`src/rtl/bhpa_pkg.sv`:
```
`default_nettype none

package bhpa_pkg;

    // Field widths
    localparam int ACTION_W    = 2;
    localparam int COUNT_W     = 6;
    localparam int HANDLE_W    = 5;
    localparam int STATUS_W    = 3;
    localparam int FREE_W      = 6;
    localparam int POOL_SIZE_W = 6;

    // Largest batch a single request may be granted
    localparam int MAX_RESULTS = 32;

    // pool_size register after reset
    localparam logic [POOL_SIZE_W-1:0] POOL_SIZE_RST = 6'd32;

    // Command queue depth between front and back
    localparam int FIFO_DEPTH = 2;

    // Action codes on the command channel
    localparam logic [ACTION_W-1:0] ACT_INIT    = 2'd0;
    localparam logic [ACTION_W-1:0] ACT_REQUEST = 2'd1;
    localparam logic [ACTION_W-1:0] ACT_RELEASE = 2'd2;

    // Status codes on the response channel
    localparam logic [STATUS_W-1:0] ST_GRANTED  = 3'd0;
    localparam logic [STATUS_W-1:0] ST_REFUSED  = 3'd1;
    localparam logic [STATUS_W-1:0] ST_RELEASED = 3'd2;
    localparam logic [STATUS_W-1:0] ST_IGNORED  = 3'd3;
    localparam logic [STATUS_W-1:0] ST_NONE     = 3'd4;

    // Decoded command kinds
    typedef enum logic [1:0] {
        KIND_INIT,
        KIND_REQUEST,
        KIND_RELEASE
    } kind_t;

    typedef struct packed {
        kind_t                kind;
        logic [COUNT_W-1:0]   count;
        logic [HANDLE_W-1:0]  handle;
    } cmd_t;

endpackage

`default_nettype wire

```
`src/rtl/bhpa_cmd_if.sv`:
```
`default_nettype none

interface bhpa_cmd_if import bhpa_pkg::*; ();
    logic                valid;
    logic                ready;
    logic [ACTION_W-1:0] action;
    logic [COUNT_W-1:0]  count;
    logic [HANDLE_W-1:0] handle;

    modport source (output valid, output action, output count, output handle, input ready);
    modport sink   (input valid, input action, input count, input handle, output ready);
endinterface

`default_nettype wire

```
`src/rtl/bhpa_rsp_if.sv`:
```
`default_nettype none

interface bhpa_rsp_if import bhpa_pkg::*; ();
    logic                valid;
    logic                ready;
    logic [STATUS_W-1:0] status;
    logic [HANDLE_W-1:0] granted_handle;
    logic [FREE_W-1:0]   free_left;
    logic                last;

    modport source (output valid, output status, output granted_handle, output free_left,
                    output last, input ready);
    modport sink   (input valid, input status, input granted_handle, input free_left,
                    input last, output ready);
endinterface

`default_nettype wire

```
`src/rtl/bhpa_ram.sv`:
```
`default_nettype none

module bhpa_ram #(
    parameter int WIDTH = 5,
    parameter int DEPTH = 32
) (
    input  wire logic                     clk,
    input  wire logic                     we,
    input  wire logic [$clog2(DEPTH)-1:0] waddr,
    input  wire logic [WIDTH-1:0]         wdata,
    input  wire logic                     re,
    input  wire logic [$clog2(DEPTH)-1:0] raddr,
    output      logic [WIDTH-1:0]         rdata
);

    logic [WIDTH-1:0] mem [DEPTH];

    // One write port, one registered read port
    always_ff @(posedge clk)
    begin
        if (we)
        begin
            mem[waddr] <= wdata;
        end
        if (re)
        begin
            rdata <= mem[raddr];
        end
    end

endmodule

`default_nettype wire

```
`src/rtl/bhpa_front.sv`:
```
`default_nettype none

module bhpa_front import bhpa_pkg::*; (
    bhpa_cmd_if.sink   cmd,
    output logic       push_valid,
    output cmd_t       push_cmd,
    input  wire logic  push_ready
);

    // Decode the action; unknown actions are accepted and dropped
    always_comb
    begin
        push_cmd.count  = cmd.count;
        push_cmd.handle = cmd.handle;
        push_cmd.kind   = KIND_INIT;
        push_valid      = 1'b0;
        case (cmd.action)
            ACT_INIT:
            begin
                push_cmd.kind = KIND_INIT;
                push_valid    = cmd.valid;
            end
            ACT_REQUEST:
            begin
                push_cmd.kind = KIND_REQUEST;
                push_valid    = cmd.valid;
            end
            ACT_RELEASE:
            begin
                push_cmd.kind = KIND_RELEASE;
                push_valid    = cmd.valid;
            end
            default:
            begin
                push_valid = 1'b0;
            end
        endcase
    end

    assign cmd.ready = push_ready;

endmodule

`default_nettype wire

```
`src/rtl/bhpa_cmd_fifo.sv`:
```
`default_nettype none

module bhpa_cmd_fifo import bhpa_pkg::*; (
    input  wire logic clk,
    input  wire logic rst_n,
    input  wire logic push_valid,
    input  wire cmd_t push_cmd,
    output logic      push_ready,
    output logic      pop_valid,
    output cmd_t      pop_cmd,
    input  wire logic pop
);

    localparam int PTR_W = $clog2(FIFO_DEPTH);
    localparam int CNT_W = $clog2(FIFO_DEPTH + 1);

    cmd_t             entry_reg [FIFO_DEPTH];
    logic [PTR_W-1:0] wr_ptr_reg, wr_ptr_next;
    logic [PTR_W-1:0] rd_ptr_reg, rd_ptr_next;
    logic [CNT_W-1:0] fill_reg, fill_next;
    logic             do_push;
    logic             do_pop;

    assign push_ready = (fill_reg != CNT_W'(FIFO_DEPTH));
    assign pop_valid  = (fill_reg != '0);
    assign pop_cmd    = entry_reg[rd_ptr_reg];
    assign do_push    = push_valid && push_ready;
    assign do_pop     = pop && pop_valid;

    // Pointer and fill bookkeeping
    always_comb
    begin
        wr_ptr_next = wr_ptr_reg;
        rd_ptr_next = rd_ptr_reg;
        fill_next   = fill_reg;
        if (do_push)
        begin
            wr_ptr_next = (wr_ptr_reg == PTR_W'(FIFO_DEPTH - 1)) ? '0 : wr_ptr_reg + 1'b1;
        end
        if (do_pop)
        begin
            rd_ptr_next = (rd_ptr_reg == PTR_W'(FIFO_DEPTH - 1)) ? '0 : rd_ptr_reg + 1'b1;
        end
        case ({do_push, do_pop})
            2'b10:   fill_next = fill_reg + 1'b1;
            2'b01:   fill_next = fill_reg - 1'b1;
            default: fill_next = fill_reg;
        endcase
    end

    always_ff @(posedge clk or negedge rst_n)
    begin
        if (!rst_n)
        begin
            wr_ptr_reg <= '0;
            rd_ptr_reg <= '0;
            fill_reg   <= '0;
        end
        else
        begin
            wr_ptr_reg <= wr_ptr_next;
            rd_ptr_reg <= rd_ptr_next;
            fill_reg   <= fill_next;
        end
    end

    // Payload storage
    always_ff @(posedge clk)
    begin
        if (do_push)
        begin
            entry_reg[wr_ptr_reg] <= push_cmd;
        end
    end

endmodule

`default_nettype wire

```
`src/rtl/bhpa_back.sv`:
```
`default_nettype none

module bhpa_back import bhpa_pkg::*; #(
    parameter int POOL_MAX = 32
) (
    input  wire logic                   clk,
    input  wire logic                   rst_n,
    input  wire logic                   cfg_we,
    input  wire logic [POOL_SIZE_W-1:0] cfg_wdata,
    input  wire logic                   q_valid,
    input  wire cmd_t                   q_cmd,
    output logic                        q_pop,
    bhpa_rsp_if.source                  rsp
);

    localparam int IDX_W  = $clog2(POOL_MAX);
    localparam int CNT_W  = $clog2(POOL_MAX + 1);
    localparam int FC_RST = (32'(POOL_SIZE_RST) > POOL_MAX) ? POOL_MAX : 32'(POOL_SIZE_RST);

    typedef enum logic [1:0] {
        S_IDLE,
        S_READ,
        S_GRANT
    } state_t;

    state_t                  state_reg, state_next;
    logic [POOL_SIZE_W-1:0]  pool_size_reg, pool_size_next;
    logic [CNT_W-1:0]        fc_reg, fc_next;
    logic [POOL_MAX-1:0]     in_use_reg, in_use_next;
    logic [POOL_MAX-1:0]     written_reg, written_next;
    logic [COUNT_W-1:0]      rem_reg, rem_next;
    logic                    rd_written_reg, rd_written_next;
    logic [IDX_W-1:0]        rd_idx_reg, rd_idx_next;
    logic                    out_valid_reg, out_valid_next;
    logic [STATUS_W-1:0]     out_status_reg, out_status_next;
    logic [HANDLE_W-1:0]     out_handle_reg, out_handle_next;
    logic [FREE_W-1:0]       out_free_reg, out_free_next;
    logic                    out_last_reg, out_last_next;

    logic                    ram_we;
    logic [IDX_W-1:0]        ram_waddr;
    logic [IDX_W-1:0]        ram_wdata;
    logic                    ram_re;
    logic [IDX_W-1:0]        ram_raddr;
    logic [IDX_W-1:0]        ram_rdata;

    logic                    out_room;
    logic [CNT_W-1:0]        eff_size;
    logic [IDX_W-1:0]        rel_idx;
    logic                    rel_ok;
    logic                    req_refuse;
    logic [IDX_W-1:0]        pop_handle;

    // Free stack storage
    bhpa_ram #(
        .WIDTH (IDX_W),
        .DEPTH (POOL_MAX)
    ) u_stack (
        .clk   (clk),
        .we    (ram_we),
        .waddr (ram_waddr),
        .wdata (ram_wdata),
        .re    (ram_re),
        .raddr (ram_raddr),
        .rdata (ram_rdata)
    );

    // Classification helpers
    assign out_room   = !out_valid_reg || rsp.ready;
    assign eff_size   = (32'(pool_size_reg) > POOL_MAX) ? CNT_W'(POOL_MAX)
                                                        : CNT_W'(pool_size_reg);
    assign rel_idx    = IDX_W'(q_cmd.handle);
    assign rel_ok     = (32'(q_cmd.handle) < POOL_MAX) && in_use_reg[rel_idx]
                        && (32'(fc_reg) < POOL_MAX);
    assign req_refuse = (32'(q_cmd.count) > 32'(fc_reg)) || (32'(q_cmd.count) > MAX_RESULTS);
    // Stack entries never written since init hold their own index
    assign pop_handle = rd_written_reg ? ram_rdata : rd_idx_reg;

    // Next-state logic
    always_comb
    begin
        state_next      = state_reg;
        pool_size_next  = cfg_we ? cfg_wdata : pool_size_reg;
        fc_next         = fc_reg;
        in_use_next     = in_use_reg;
        written_next    = written_reg;
        rem_next        = rem_reg;
        rd_written_next = rd_written_reg;
        rd_idx_next     = rd_idx_reg;
        out_valid_next  = out_valid_reg;
        out_status_next = out_status_reg;
        out_handle_next = out_handle_reg;
        out_free_next   = out_free_reg;
        out_last_next   = out_last_reg;
        q_pop           = 1'b0;
        ram_we          = 1'b0;
        ram_waddr       = IDX_W'(fc_reg);
        ram_wdata       = rel_idx;
        ram_re          = 1'b0;
        ram_raddr       = IDX_W'(fc_reg - 1'b1);

        if (out_valid_reg && rsp.ready)
        begin
            out_valid_next = 1'b0;
        end

        case (state_reg)
            S_IDLE:
            begin
                if (q_valid)
                begin
                    case (q_cmd.kind)
                        KIND_INIT:
                        begin
                            q_pop        = 1'b1;
                            in_use_next  = '0;
                            written_next = '0;
                            fc_next      = eff_size;
                        end
                        KIND_REQUEST:
                        begin
                            if (out_room)
                            begin
                                q_pop = 1'b1;
                                if (q_cmd.count == '0)
                                begin
                                    out_valid_next  = 1'b1;
                                    out_status_next = ST_NONE;
                                    out_handle_next = '0;
                                    out_free_next   = FREE_W'(fc_reg);
                                    out_last_next   = 1'b1;
                                end
                                else if (req_refuse)
                                begin
                                    out_valid_next  = 1'b1;
                                    out_status_next = ST_REFUSED;
                                    out_handle_next = '0;
                                    out_free_next   = FREE_W'(fc_reg);
                                    out_last_next   = 1'b1;
                                end
                                else
                                begin
                                    rem_next   = q_cmd.count;
                                    state_next = S_READ;
                                end
                            end
                        end
                        KIND_RELEASE:
                        begin
                            if (out_room)
                            begin
                                q_pop           = 1'b1;
                                out_valid_next  = 1'b1;
                                out_handle_next = '0;
                                out_last_next   = 1'b1;
                                if (rel_ok)
                                begin
                                    ram_we                         = 1'b1;
                                    in_use_next[rel_idx]           = 1'b0;
                                    written_next[IDX_W'(fc_reg)]   = 1'b1;
                                    fc_next                        = fc_reg + 1'b1;
                                    out_status_next                = ST_RELEASED;
                                    out_free_next                  = FREE_W'(fc_reg + 1'b1);
                                end
                                else
                                begin
                                    out_status_next = ST_IGNORED;
                                    out_free_next   = FREE_W'(fc_reg);
                                end
                            end
                        end
                        default:
                        begin
                            q_pop = 1'b1;
                        end
                    endcase
                end
            end
            S_READ:
            begin
                // Pop the top entry: read it and shrink the stack
                ram_re          = 1'b1;
                rd_written_next = written_reg[ram_raddr];
                rd_idx_next     = ram_raddr;
                fc_next         = fc_reg - 1'b1;
                state_next      = S_GRANT;
            end
            S_GRANT:
            begin
                if (out_room)
                begin
                    in_use_next[pop_handle] = 1'b1;
                    out_valid_next          = 1'b1;
                    out_status_next         = ST_GRANTED;
                    out_handle_next         = HANDLE_W'(pop_handle);
                    out_free_next           = FREE_W'(fc_reg);
                    out_last_next           = (rem_reg == COUNT_W'(1));
                    rem_next                = rem_reg - 1'b1;
                    state_next              = (rem_reg == COUNT_W'(1)) ? S_IDLE : S_READ;
                end
            end
            default:
            begin
                state_next = S_IDLE;
            end
        endcase
    end

    // State and registered outputs
    always_ff @(posedge clk or negedge rst_n)
    begin
        if (!rst_n)
        begin
            state_reg      <= S_IDLE;
            pool_size_reg  <= POOL_SIZE_RST;
            fc_reg         <= CNT_W'(FC_RST);
            in_use_reg     <= '0;
            written_reg    <= '0;
            rem_reg        <= '0;
            rd_written_reg <= 1'b0;
            rd_idx_reg     <= '0;
            out_valid_reg  <= 1'b0;
            out_status_reg <= '0;
            out_handle_reg <= '0;
            out_free_reg   <= '0;
            out_last_reg   <= 1'b0;
        end
        else
        begin
            state_reg      <= state_next;
            pool_size_reg  <= pool_size_next;
            fc_reg         <= fc_next;
            in_use_reg     <= in_use_next;
            written_reg    <= written_next;
            rem_reg        <= rem_next;
            rd_written_reg <= rd_written_next;
            rd_idx_reg     <= rd_idx_next;
            out_valid_reg  <= out_valid_next;
            out_status_reg <= out_status_next;
            out_handle_reg <= out_handle_next;
            out_free_reg   <= out_free_next;
            out_last_reg   <= out_last_next;
        end
    end

    assign rsp.valid          = out_valid_reg;
    assign rsp.status         = out_status_reg;
    assign rsp.granted_handle = out_handle_reg;
    assign rsp.free_left      = out_free_reg;
    assign rsp.last           = out_last_reg;

endmodule

`default_nettype wire

```
`src/rtl/batch_handle_pool_allocator.sv`:
```
// Batch handle pool allocator: hands out numbered handles from a LIFO free stack.
// Channels:
//   cmd  - command transactions (action, count, handle), valid/ready.
//   rsp  - result transactions (status, granted_handle, free_left, last), valid/ready.
//   cfg  - cfg_we/cfg_wdata write pool_size; write only while the block is idle.
// An init command refills the pool and gives no result. A request gives either a
// burst of grants (last set on the final one) or one refusal/none result. A release
// gives one result. Unknown actions are dropped without a result.
// Path: a command crosses a 2-entry queue, then the back end; a single-result
// command's result is loaded into the back end's result register once it leaves the queue.
// Throughput: inits sustain one per cycle, and single-result commands do so while rsp.ready
// stays high. A request of n handles holds the back end for n passes of S_READ and S_GRANT:
// each pop is a read of the stack memory (registered read port) followed by the result load.
// Reset: pool_size is 32, the stack holds handles 0..POOL_MAX-1 in order with the
// first min(32, POOL_MAX) free, nothing is in use.
// Receiver stall: the result register holds; the back end waits, the queue fills,
// then cmd.ready drops.
`default_nettype none

module batch_handle_pool_allocator import bhpa_pkg::*; #(
    parameter int POOL_MAX = 32
) (
    input  wire logic                   clk,
    input  wire logic                   rst_n,
    bhpa_cmd_if.sink                    cmd,
    bhpa_rsp_if.source                  rsp,
    input  wire logic                   cfg_we,
    input  wire logic [POOL_SIZE_W-1:0] cfg_wdata
);

    logic push_valid;
    cmd_t push_cmd;
    logic push_ready;
    logic q_valid;
    cmd_t q_cmd;
    logic q_pop;

    // Front end: decode and accept
    bhpa_front u_front (
        .cmd        (cmd),
        .push_valid (push_valid),
        .push_cmd   (push_cmd),
        .push_ready (push_ready)
    );

    // Command queue
    bhpa_cmd_fifo u_fifo (
        .clk        (clk),
        .rst_n      (rst_n),
        .push_valid (push_valid),
        .push_cmd   (push_cmd),
        .push_ready (push_ready),
        .pop_valid  (q_valid),
        .pop_cmd    (q_cmd),
        .pop        (q_pop)
    );

    // Back end: stack, bitmap and result register
    bhpa_back #(
        .POOL_MAX (POOL_MAX)
    ) u_back (
        .clk       (clk),
        .rst_n     (rst_n),
        .cfg_we    (cfg_we),
        .cfg_wdata (cfg_wdata),
        .q_valid   (q_valid),
        .q_cmd     (q_cmd),
        .q_pop     (q_pop),
        .rsp       (rsp)
    );

    // Non-grant results are single and carry no handle
    a_nongrant_single: assert property (@(posedge clk) disable iff (!rst_n)
        rsp.valid && (rsp.status != ST_GRANTED) |-> rsp.last && (rsp.granted_handle == '0))
        else $error("non-grant result without last or with a handle");

    // Free count never exceeds the pool
    a_free_bound: assert property (@(posedge clk) disable iff (!rst_n)
        rsp.valid |-> (32'(rsp.free_left) <= POOL_MAX))
        else $error("free_left above pool capacity");

    // A stalled result holds still until it is taken
    a_rsp_hold: assert property (@(posedge clk) disable iff (!rst_n)
        rsp.valid && !rsp.ready
        |=> rsp.valid && $stable({rsp.status, rsp.granted_handle, rsp.free_left, rsp.last}))
        else $error("result changed while stalled");

endmodule

`default_nettype wire
```
`src/flat_wrapper.sv`:
```
// flat-port wrapper written by rule: the top's interface ports become plain ports
module batch_handle_pool_allocator_flat import bhpa_pkg::*;
#(
    parameter int POOL_MAX = 32
)
  (clk, rst_n, cfg_we, cfg_wdata, cmd_valid, cmd_action, cmd_count, cmd_handle, cmd_ready, rsp_valid, rsp_status, rsp_granted_handle, rsp_free_left, rsp_last, rsp_ready);
  bhpa_cmd_if cmd_i ();
  bhpa_rsp_if rsp_i ();
  input  wire logic clk;
  input  wire logic rst_n;
  input  wire logic cfg_we;
  input  wire logic [POOL_SIZE_W-1:0] cfg_wdata;
  input wire logic [$bits(cmd_i.valid)-1:0] cmd_valid;
  input wire logic [$bits(cmd_i.action)-1:0] cmd_action;
  input wire logic [$bits(cmd_i.count)-1:0] cmd_count;
  input wire logic [$bits(cmd_i.handle)-1:0] cmd_handle;
  output wire logic [$bits(cmd_i.ready)-1:0] cmd_ready;
  output wire logic [$bits(rsp_i.valid)-1:0] rsp_valid;
  output wire logic [$bits(rsp_i.status)-1:0] rsp_status;
  output wire logic [$bits(rsp_i.granted_handle)-1:0] rsp_granted_handle;
  output wire logic [$bits(rsp_i.free_left)-1:0] rsp_free_left;
  output wire logic [$bits(rsp_i.last)-1:0] rsp_last;
  input wire logic [$bits(rsp_i.ready)-1:0] rsp_ready;
  assign cmd_i.valid = cmd_valid;
  assign cmd_i.action = cmd_action;
  assign cmd_i.count = cmd_count;
  assign cmd_i.handle = cmd_handle;
  assign cmd_ready = cmd_i.ready;
  assign rsp_valid = rsp_i.valid;
  assign rsp_status = rsp_i.status;
  assign rsp_granted_handle = rsp_i.granted_handle;
  assign rsp_free_left = rsp_i.free_left;
  assign rsp_last = rsp_i.last;
  assign rsp_i.ready = rsp_ready;
  batch_handle_pool_allocator #(.POOL_MAX(POOL_MAX)) u_core (.clk(clk), .rst_n(rst_n), .cmd(cmd_i), .rsp(rsp_i), .cfg_we(cfg_we), .cfg_wdata(cfg_wdata));
endmodule
```
`config.mk`:
```
export PLATFORM = sky130hd
export DESIGN_NAME = batch_handle_pool_allocator_flat
export DESIGN_NICKNAME = d
export VERILOG_FILES = /design/src/rtl/bhpa_pkg.sv /design/src/rtl/bhpa_cmd_if.sv /design/src/rtl/bhpa_rsp_if.sv /design/src/rtl/bhpa_ram.sv /design/src/rtl/bhpa_front.sv /design/src/rtl/bhpa_cmd_fifo.sv /design/src/rtl/bhpa_back.sv /design/src/rtl/batch_handle_pool_allocator.sv /design/src/flat_wrapper.sv
export SDC_FILE = /design/constraint.sdc
export NUM_CORES = 1
export LEC_CHECK = 0
export BUFFER_PORTS_ARGS = -buffer_cell sky130_fd_sc_hd__buf_2
export CELL_PAD_IN_SITES_DETAIL_PLACEMENT = 1
export CELL_PAD_IN_SITES_GLOBAL_PLACEMENT = 2
export CORE_UTILIZATION = 46
export CTS_CLUSTER_SIZE = 25
export DETAILED_ROUTE_END_ITERATION = 10
export GPL_TIMING_DRIVEN = 0
export HOLD_SLACK_MARGIN = 0.02
export PLACE_DENSITY = 0.84
export SLEW_MARGIN = 10
export SYNTH_ARGS = -nofsm -noshare
export SYNTH_HDL_FRONTEND = slang
export SYNTH_SLANG_ARGS = --single-unit
```
`constraint.sdc`:
```
create_clock -name clk -period 4.6 [get_ports clk]
set_clock_uncertainty 0.05 [all_clocks]
set_input_delay 0.69 -clock clk [delete_from_list [all_inputs] [get_ports clk]]
set_output_delay 0.69 -clock clk [all_outputs]
set_load 0.01 [all_outputs]
```
# Word-level counts from Yosys, hierarchy flattened
# Memory sizes are Yosys's and may differ from the RTL's. A register that Yosys moved wholly into a read port is not among the register bits.
# Index checks and enable logic that the tools add are counted.
word_totals:
  register_bits: 110
  mem_bits_rw: 186
  input_bits: 24
  output_inout_bits: 17
  memories: 2
op_classes:
  add_sub_neg: 7
  magnitude_cmp: 11
  n_eq_ne: 24
  muxes: 100
  n_bitwise: 4
  n_reduce_logical: 27
mem_list:
  columns: ["name", "words", "word_bits", "read_ports", "rd_ports_with_merged_regs", "write_ports", "line_no", "text"]
  rows:
  - ["u_core.u_back.u_stack.mem", 32, 5, 1, 1, 1, "bhpa_ram.sv:16", "logic [WIDTH-1:0] mem [DEPTH];"]
  - ["u_core.u_fifo.entry_reg", 2, 13, 1, 0, 1, "bhpa_cmd_fifo.sv:17", "cmd_t entry_reg [FIFO_DEPTH];"]
ops:
  columns: ["op", "n"]
  rows:
  - ["32-bit 2-to-1 mux", 6]
  - ["32-bit one-hot mux with 2 select lines", 3]
  - ["6-bit 2-to-1 mux", 15]
  - ["32-bit OR", 2]
  - ["6-bit one-hot mux with 2 select lines", 5]
  - ["1-bit 2-to-1 mux", 36]
  - ["5-bit 2-to-1 mux", 7]
  - ["32-bit AND", 1]
  - ["32-bit NOT", 1]
  - ["5-bit by 6-bit < comparator with 1-bit output, second input constant", 4]
  - ["5-bit one-hot mux with 2 select lines", 2]
  - ["3-bit 2-to-1 mux", 6]
  - ["1-bit demux with 5-bit select", 3]
  - ["5-bit by 1-bit greater-or-equal comparator with 1-bit output, second input constant", 3]
  - ["2-bit != test, second input constant", 7]
  - ["7-bit AND reduction", 2]
  - ["6-bit > comparator, second input constant", 2]
  - ["2-bit 2-to-1 mux", 6]
  - ["3-bit one-hot mux with 2 select lines", 2]
  - ["6-bit AND reduction", 2]
  - ["6-bit by 1-bit subtractor with 6-bit output, second input constant", 2]
  - ["1-bit binary-select mux with 5-bit select", 2]
  - ["2-bit nonzero test", 5]
  - ["3-bit != test, second input constant", 3]
  - ["24 further kinds", 46]

# Logic depth before layout (Yosys ltp)
# An unclocked memory read counts as a cell.
logic_depth:
  word_depth: 12
  mapped_depth: 14

# Hierarchy
# From an unflattened synthesis, not the netlist that was laid out.
hier_totals:
  hier_cells: 1003
  hier_area_um2: 13903.3
modules_own_cells:
  columns: ["mod", "instances", "cells_each", "area_each_um2"]
  rows:
  - ["bhpa_ram", 1, 277, 6394.9]
  - ["bhpa_back", 1, 654, 6266.0]
  - ["bhpa_cmd_fifo", 1, 57, 1129.8]
  - ["bhpa_front", 1, 15, 112.6]

# Worst setup path after synthesis
# No wires, ideal clock.
synth_timing:
  path_kind: "flip-flop to flip-flop"
  start: "register u_core.u_back.fc_reg[0]"
  end: "register u_core.u_back.u_stack.rdata[0] (read register of u_core.u_back.u_stack.mem) (data pin)"
  setup_ns: 0.260
  arrival_time_ns: 3.418
  required_ns: 4.290
  setup_slack_ns: 0.873
  path_stages_with_launch: 10
  n_path_buf: 4
  path_cell_list: "dfrtp_1 -> clkbuf_1 -> buf_1 -> inv_1 -> ha_1 -> clkbuf_1 -> xnor2_1 -> clkbuf_1 -> mux4_2 -> mux2_2"
synth_via:
  elab_chain_cells: 1
synth_lines:
  columns: ["item", "line_no", "text"]
  rows:
  - ["from (decl)", "bhpa_back.sv:28", "logic [CNT_W-1:0] fc_reg, fc_next;"]
  - ["from (signal assigned)", "bhpa_back.sv:216", "fc_reg <= CNT_W'(FC_RST);"]
  - ["from (signal assigned)", "bhpa_back.sv:232", "fc_reg <= fc_next;"]
  - ["6-bit by 1-bit subtractor with 6-bit output", null, null]
  - ["via u_core.u_back.ram_raddr[0]", "bhpa_back.sv:44", "logic [IDX_W-1:0] ram_raddr;"]
  - ["to (decl)", "bhpa_ram.sv:13", "output logic [WIDTH-1:0] rdata"]
# The timed path passes the listed nets, and every way through them passes these cells.
# A chain may end at the register's enable or synchronous reset.

==> metrics.md <==
| Metric | Value |
|---|---|
| Status | finished, final reports clean |
| Nets | 1069 |
| Grt ovf | 0 |
| CP startpoint kind | flop |
| Syn avg cell area | 14.4 um^2 |
| First-pass GRT wire length | 56400 um |
| Min Tclk post-route | 4.43 ns |
| Clock Root Buffer | clkbuf_16 |
| Max VDD drop | 0.352 mV |
| Num Clock Sinks | 301 |
| Seq cells post-synth | 301 |
| Dpl hpwl | 25100 um |
| Mapped cell area | 0.0137 mm^2 |
| Std-Cell Rows | 62 |
| Final WL | 37200 um |
| F_max | 226 MHz |
| Die H | 174 um |
| CP Max Fanout | 17 |
| Worst hold-check path type | in -> reg |
| Non-Filler Instances | 1438 |
| DRT iter0 DRCs | 605 |
| 1st-pass router iterations | 5 |
| Core area | 0.0290 mm^2 |
| Period utilization | 96.2% |
| Deepest clock path buffer count | 3 |
| RSZ-0062 raised after global routing | no |
| Fin worst setup slack | 0.175 ns |
| Pre-CTS setup slack | -0.723 ns |
| Worst path slowest cell | mux2i_2 |
| Req. time, crit path | 4.69 ns |
| Synth Flop Type | edfxtp_1 |
| Post-route cell area | 0.0156 mm^2 |
| Max stage delay on crit path | 0.76 ns |
| Die ar. | 0.0304 mm^2 |
| RD Place Congestion | 0.812 |
| Maxcap violations | 0 |
| Crit Path Class | reg -> reg |
| Max FFs per register | 160 |
| Placed cell area | 0.0144 mm^2 |
| Final hold vios | 0 |
| Worst setup EP type | flop |
| CTS Buf Count | 34 |
| Die Wd | 174 um |
| Number of flops mapped to enable cells by yosys | 191 |
| Routed vias/inst | 6.12 |
| Cells after DPL | 1373 |
| Unique masters post-synth | 73 |
| Vias in the first global route | 9118 |
| Worst-path cell chain | mux2i_2, clkinvlp_4, a31oi_1, nand4_2, nor4_2, buf_4, nand3_1, nor2b_1 |
| Max H-tree Level | 2 |
| Port buffer count | 39 |
| Sequential element share of the synthesized area | 62.1% |
| LEAKAGE | 5.83 nW |
| Layout cells sized above 1 | 21.1% |
| Setup TNS Final | 0 ns |
| CTS tree | yes |
| Starting density of the core | 47.1% |
| Post-route DRC | 0 |
| CP bufs+invs | 2 |
| Syn Nets | 989 |
| Final ANT Viol Nets | 0 |
| Pwr dens | 723 mW/mm^2 |
| Initial antenna violation count | 1 |
| Worst rel slew slack | 31.9% |
| Top delay family on crit path | simple AND/OR/NAND/NOR gates |
| Yosys warns | 0 |
| Max-slew violation count | 0 |
| Pin count of the biggest net entering global routing | 85 |
| Synth area leaders | edfxtp_1, dfrtp_1, mux4_2 |
| Post-synth top area share | 41.9% |
| WP data arrival | 4.52 ns |
| Fraction of registers with async set or reset after synthesis | 36.5% |
| Total number of vias | 8798 |
| Synth area leader | edfxtp_1 |
| Worst-Skew Late Latency | 0.52 ns |
| Worst Max-Slew Pin Slew | 1.01 ns |
| WL/cell | 25.8 um |
| I/O pin cnt | 41 |
| Clock Pin Slew Worst Setup and Hold Paths | 0.06 ns |
| P&R area growth vs syn | 14.1% |
| Final-report setup violation count | 0 |
| WHS | 0.312 ns |
| Global-route usage over all layers | 24.8% |
| Layout filler cell count | 2833 |
| # diodes | 0 |
| Post-synthesis instance total | 949 |
layer usage:
| metal | vias up | track usage [%] | wire length [um] |
|---|---|---|---|
| met5 | - | 0 | 11 |
| met1 | 4618 | 35.1 | 16200 |
| li1 | 3847 | - | - |
| met4 | 2 | 7.02 | 823 |
| met2 | 269 | 40.0 | 18000 |
| met3 | 62 | 3.76 | 2100 |
where the power goes:
part           total [mW]  internal, mW  leakage, nW  switching, mW
Combinational        4.77          1.78         2.09           2.99
Sequential           3.69          3.44         3.18          0.248
Clock                2.82          1.74        0.564           1.08
Total                11.3          6.97         5.83           4.31
synth_stat cells, types with 3 or more instances:
| library cell | count |
|---|---|
| mux2i_1 | 21 |
| buf_2 | 6 |
| edfxtp_1 | 191 |
| ha_1 | 16 |
| buf_6 | 5 |
| a21o_1 | 11 |
| a22oi_1 | 3 |
| nand2b_1 | 8 |
| a31oi_1 | 5 |
| o21ai_0 | 51 |
| o21bai_1 | 20 |
| and4_4 | 4 |
| and2_1 | 4 |
| a32o_1 | 4 |
| o21ai_1 | 7 |
| buf_1 | 6 |
| and4_1 | 20 |
| and3b_1 | 4 |
| xnor2_1 | 11 |
| o22a_1 | 5 |
| or3_1 | 3 |
| nor3b_1 | 7 |
| o21a_1 | 26 |
| and3_1 | 6 |
| nor2b_1 | 11 |
| nor3_1 | 15 |
| o31ai_1 | 5 |
| nor2_1 | 47 |
| nand3_1 | 14 |
| a41o_1 | 5 |
| nand2_1 | 39 |
| dfrtp_1 | 108 |
| inv_1 | 20 |
| mux4_2 | 60 |
| buf_4 | 3 |
| mux2_2 | 18 |
| o22ai_1 | 3 |
| clkinv_1 | 3 |
| clkbuf_1 | 37 |
| a211oi_1 | 6 |
| a21oi_1 | 69 |
worst paths after layout:
path | from | end | slack, ns | cells after the start
worst max-delay path | u_core.u_fifo.rd_ptr_reg$_DFFE_PN0P_ | u_core.u_back.u_stack.mem[6][4]$_DFFE_PP_ | 0.17 | 8
worst min register to register | u_core.u_back.written_reg[23]$_DFFE_PN0P_ | u_core.u_back.written_reg[23]$_DFFE_PN0P_ | 0.43 | 1
worst min-delay path | cmd_handle[0] | u_core.u_fifo.entry_reg[1][0]$_DFFE_PP_ | 0.31 | 1
worst max register to register | u_core.u_fifo.rd_ptr_reg$_DFFE_PN0P_ | u_core.u_back.u_stack.mem[6][4]$_DFFE_PP_ | 0.17 | 8
min in group asynchronous | rst_n | u_core.u_back.in_use_reg[2]$_DFFE_PN0P_ | 0.56 | 2
max in group asynchronous | rst_n | u_core.u_back.pool_size_reg[5]$_DFFE_PN1P_ | 3.15 | 3
cell usage in the layout (no fill, tap or decap), types with 35 or more instances in the layout:
| cell type | instances |
|---|---|
| nand2_1 | 39 |
| clkbuf_1 | 41 |
| edfxtp_1 | 191 |
| a21oi_1 | 69 |
| o21ai_0 | 51 |
| clkbuf_16 | 35 |
| dfrtp_1 | 108 |
| mux4_2 | 60 |
| nor2_1 | 45 |
| buf_2 | 44 |
cells by family (layout without fill, tap and decap cells):
kind of cell             Yosys count  after routing  synth area share, %
multiplexers                     103            103                 13.5
buffers and inverters             80            185                 2.61
AND/OR/NAND/NOR                  201            201                 8.53
adder cells (fa/ha/maj)           16             16                 1.46
XOR/XNOR                          13             13                0.833
AO/OA/AOI/OAI                    235            235                 11.0
flip-flops                       301            301                 62.1
repair_timing:
item,CTS,global route
gates resized for setup,6,6
gates cloned,0,2
hold buffers,1,0
endpoints found under the hold margin,26,0
buffers inserted,0,1
endpoints found under the setup margin,6,26
cell type report:
| type | instances | area, um^2 | share of cell area (%) |
|---|---|---|---|
| sequential | 301 | 8490 | 54.4 |
| buffer | 57 | 279 | 1.79 |
| multi-input combinational | 568 | 4840 | 31.1 |
| tap | 384 | 480 | 3.08 |
| timing repair buffer | 42 | 246 | 1.58 |
| clock buffer | 49 | 968 | 6.21 |
| timing repair inverter | 2 | 10.0 | 0.0642 |
| clock inverter | 12 | 185 | 1.19 |
| inverter | 23 | 93.8 | 0.602 |
through the flow:
stage          power [mW]  util (%)
5_1_grt              11.8      53.8
2_1_floorplan        6.83         -
6_report             11.3      53.8
3_5_place_dp         8.41      49.6
3_3_place_gp         8.31      49.5
4_1_cts              11.3      53.6
worst register-to-register path, delay by kind of cell (launching register included):
family | cells | cell delay, ns
muxes | 1 | 0.76
AOI/OAI and AO/OA | 1 | 0.42
DFF | 1 | 0.48
buffers and inverters | 2 | 0.89
and+or+nand+nor | 4 | 1.45
Power figures use the tool's default switching activity.
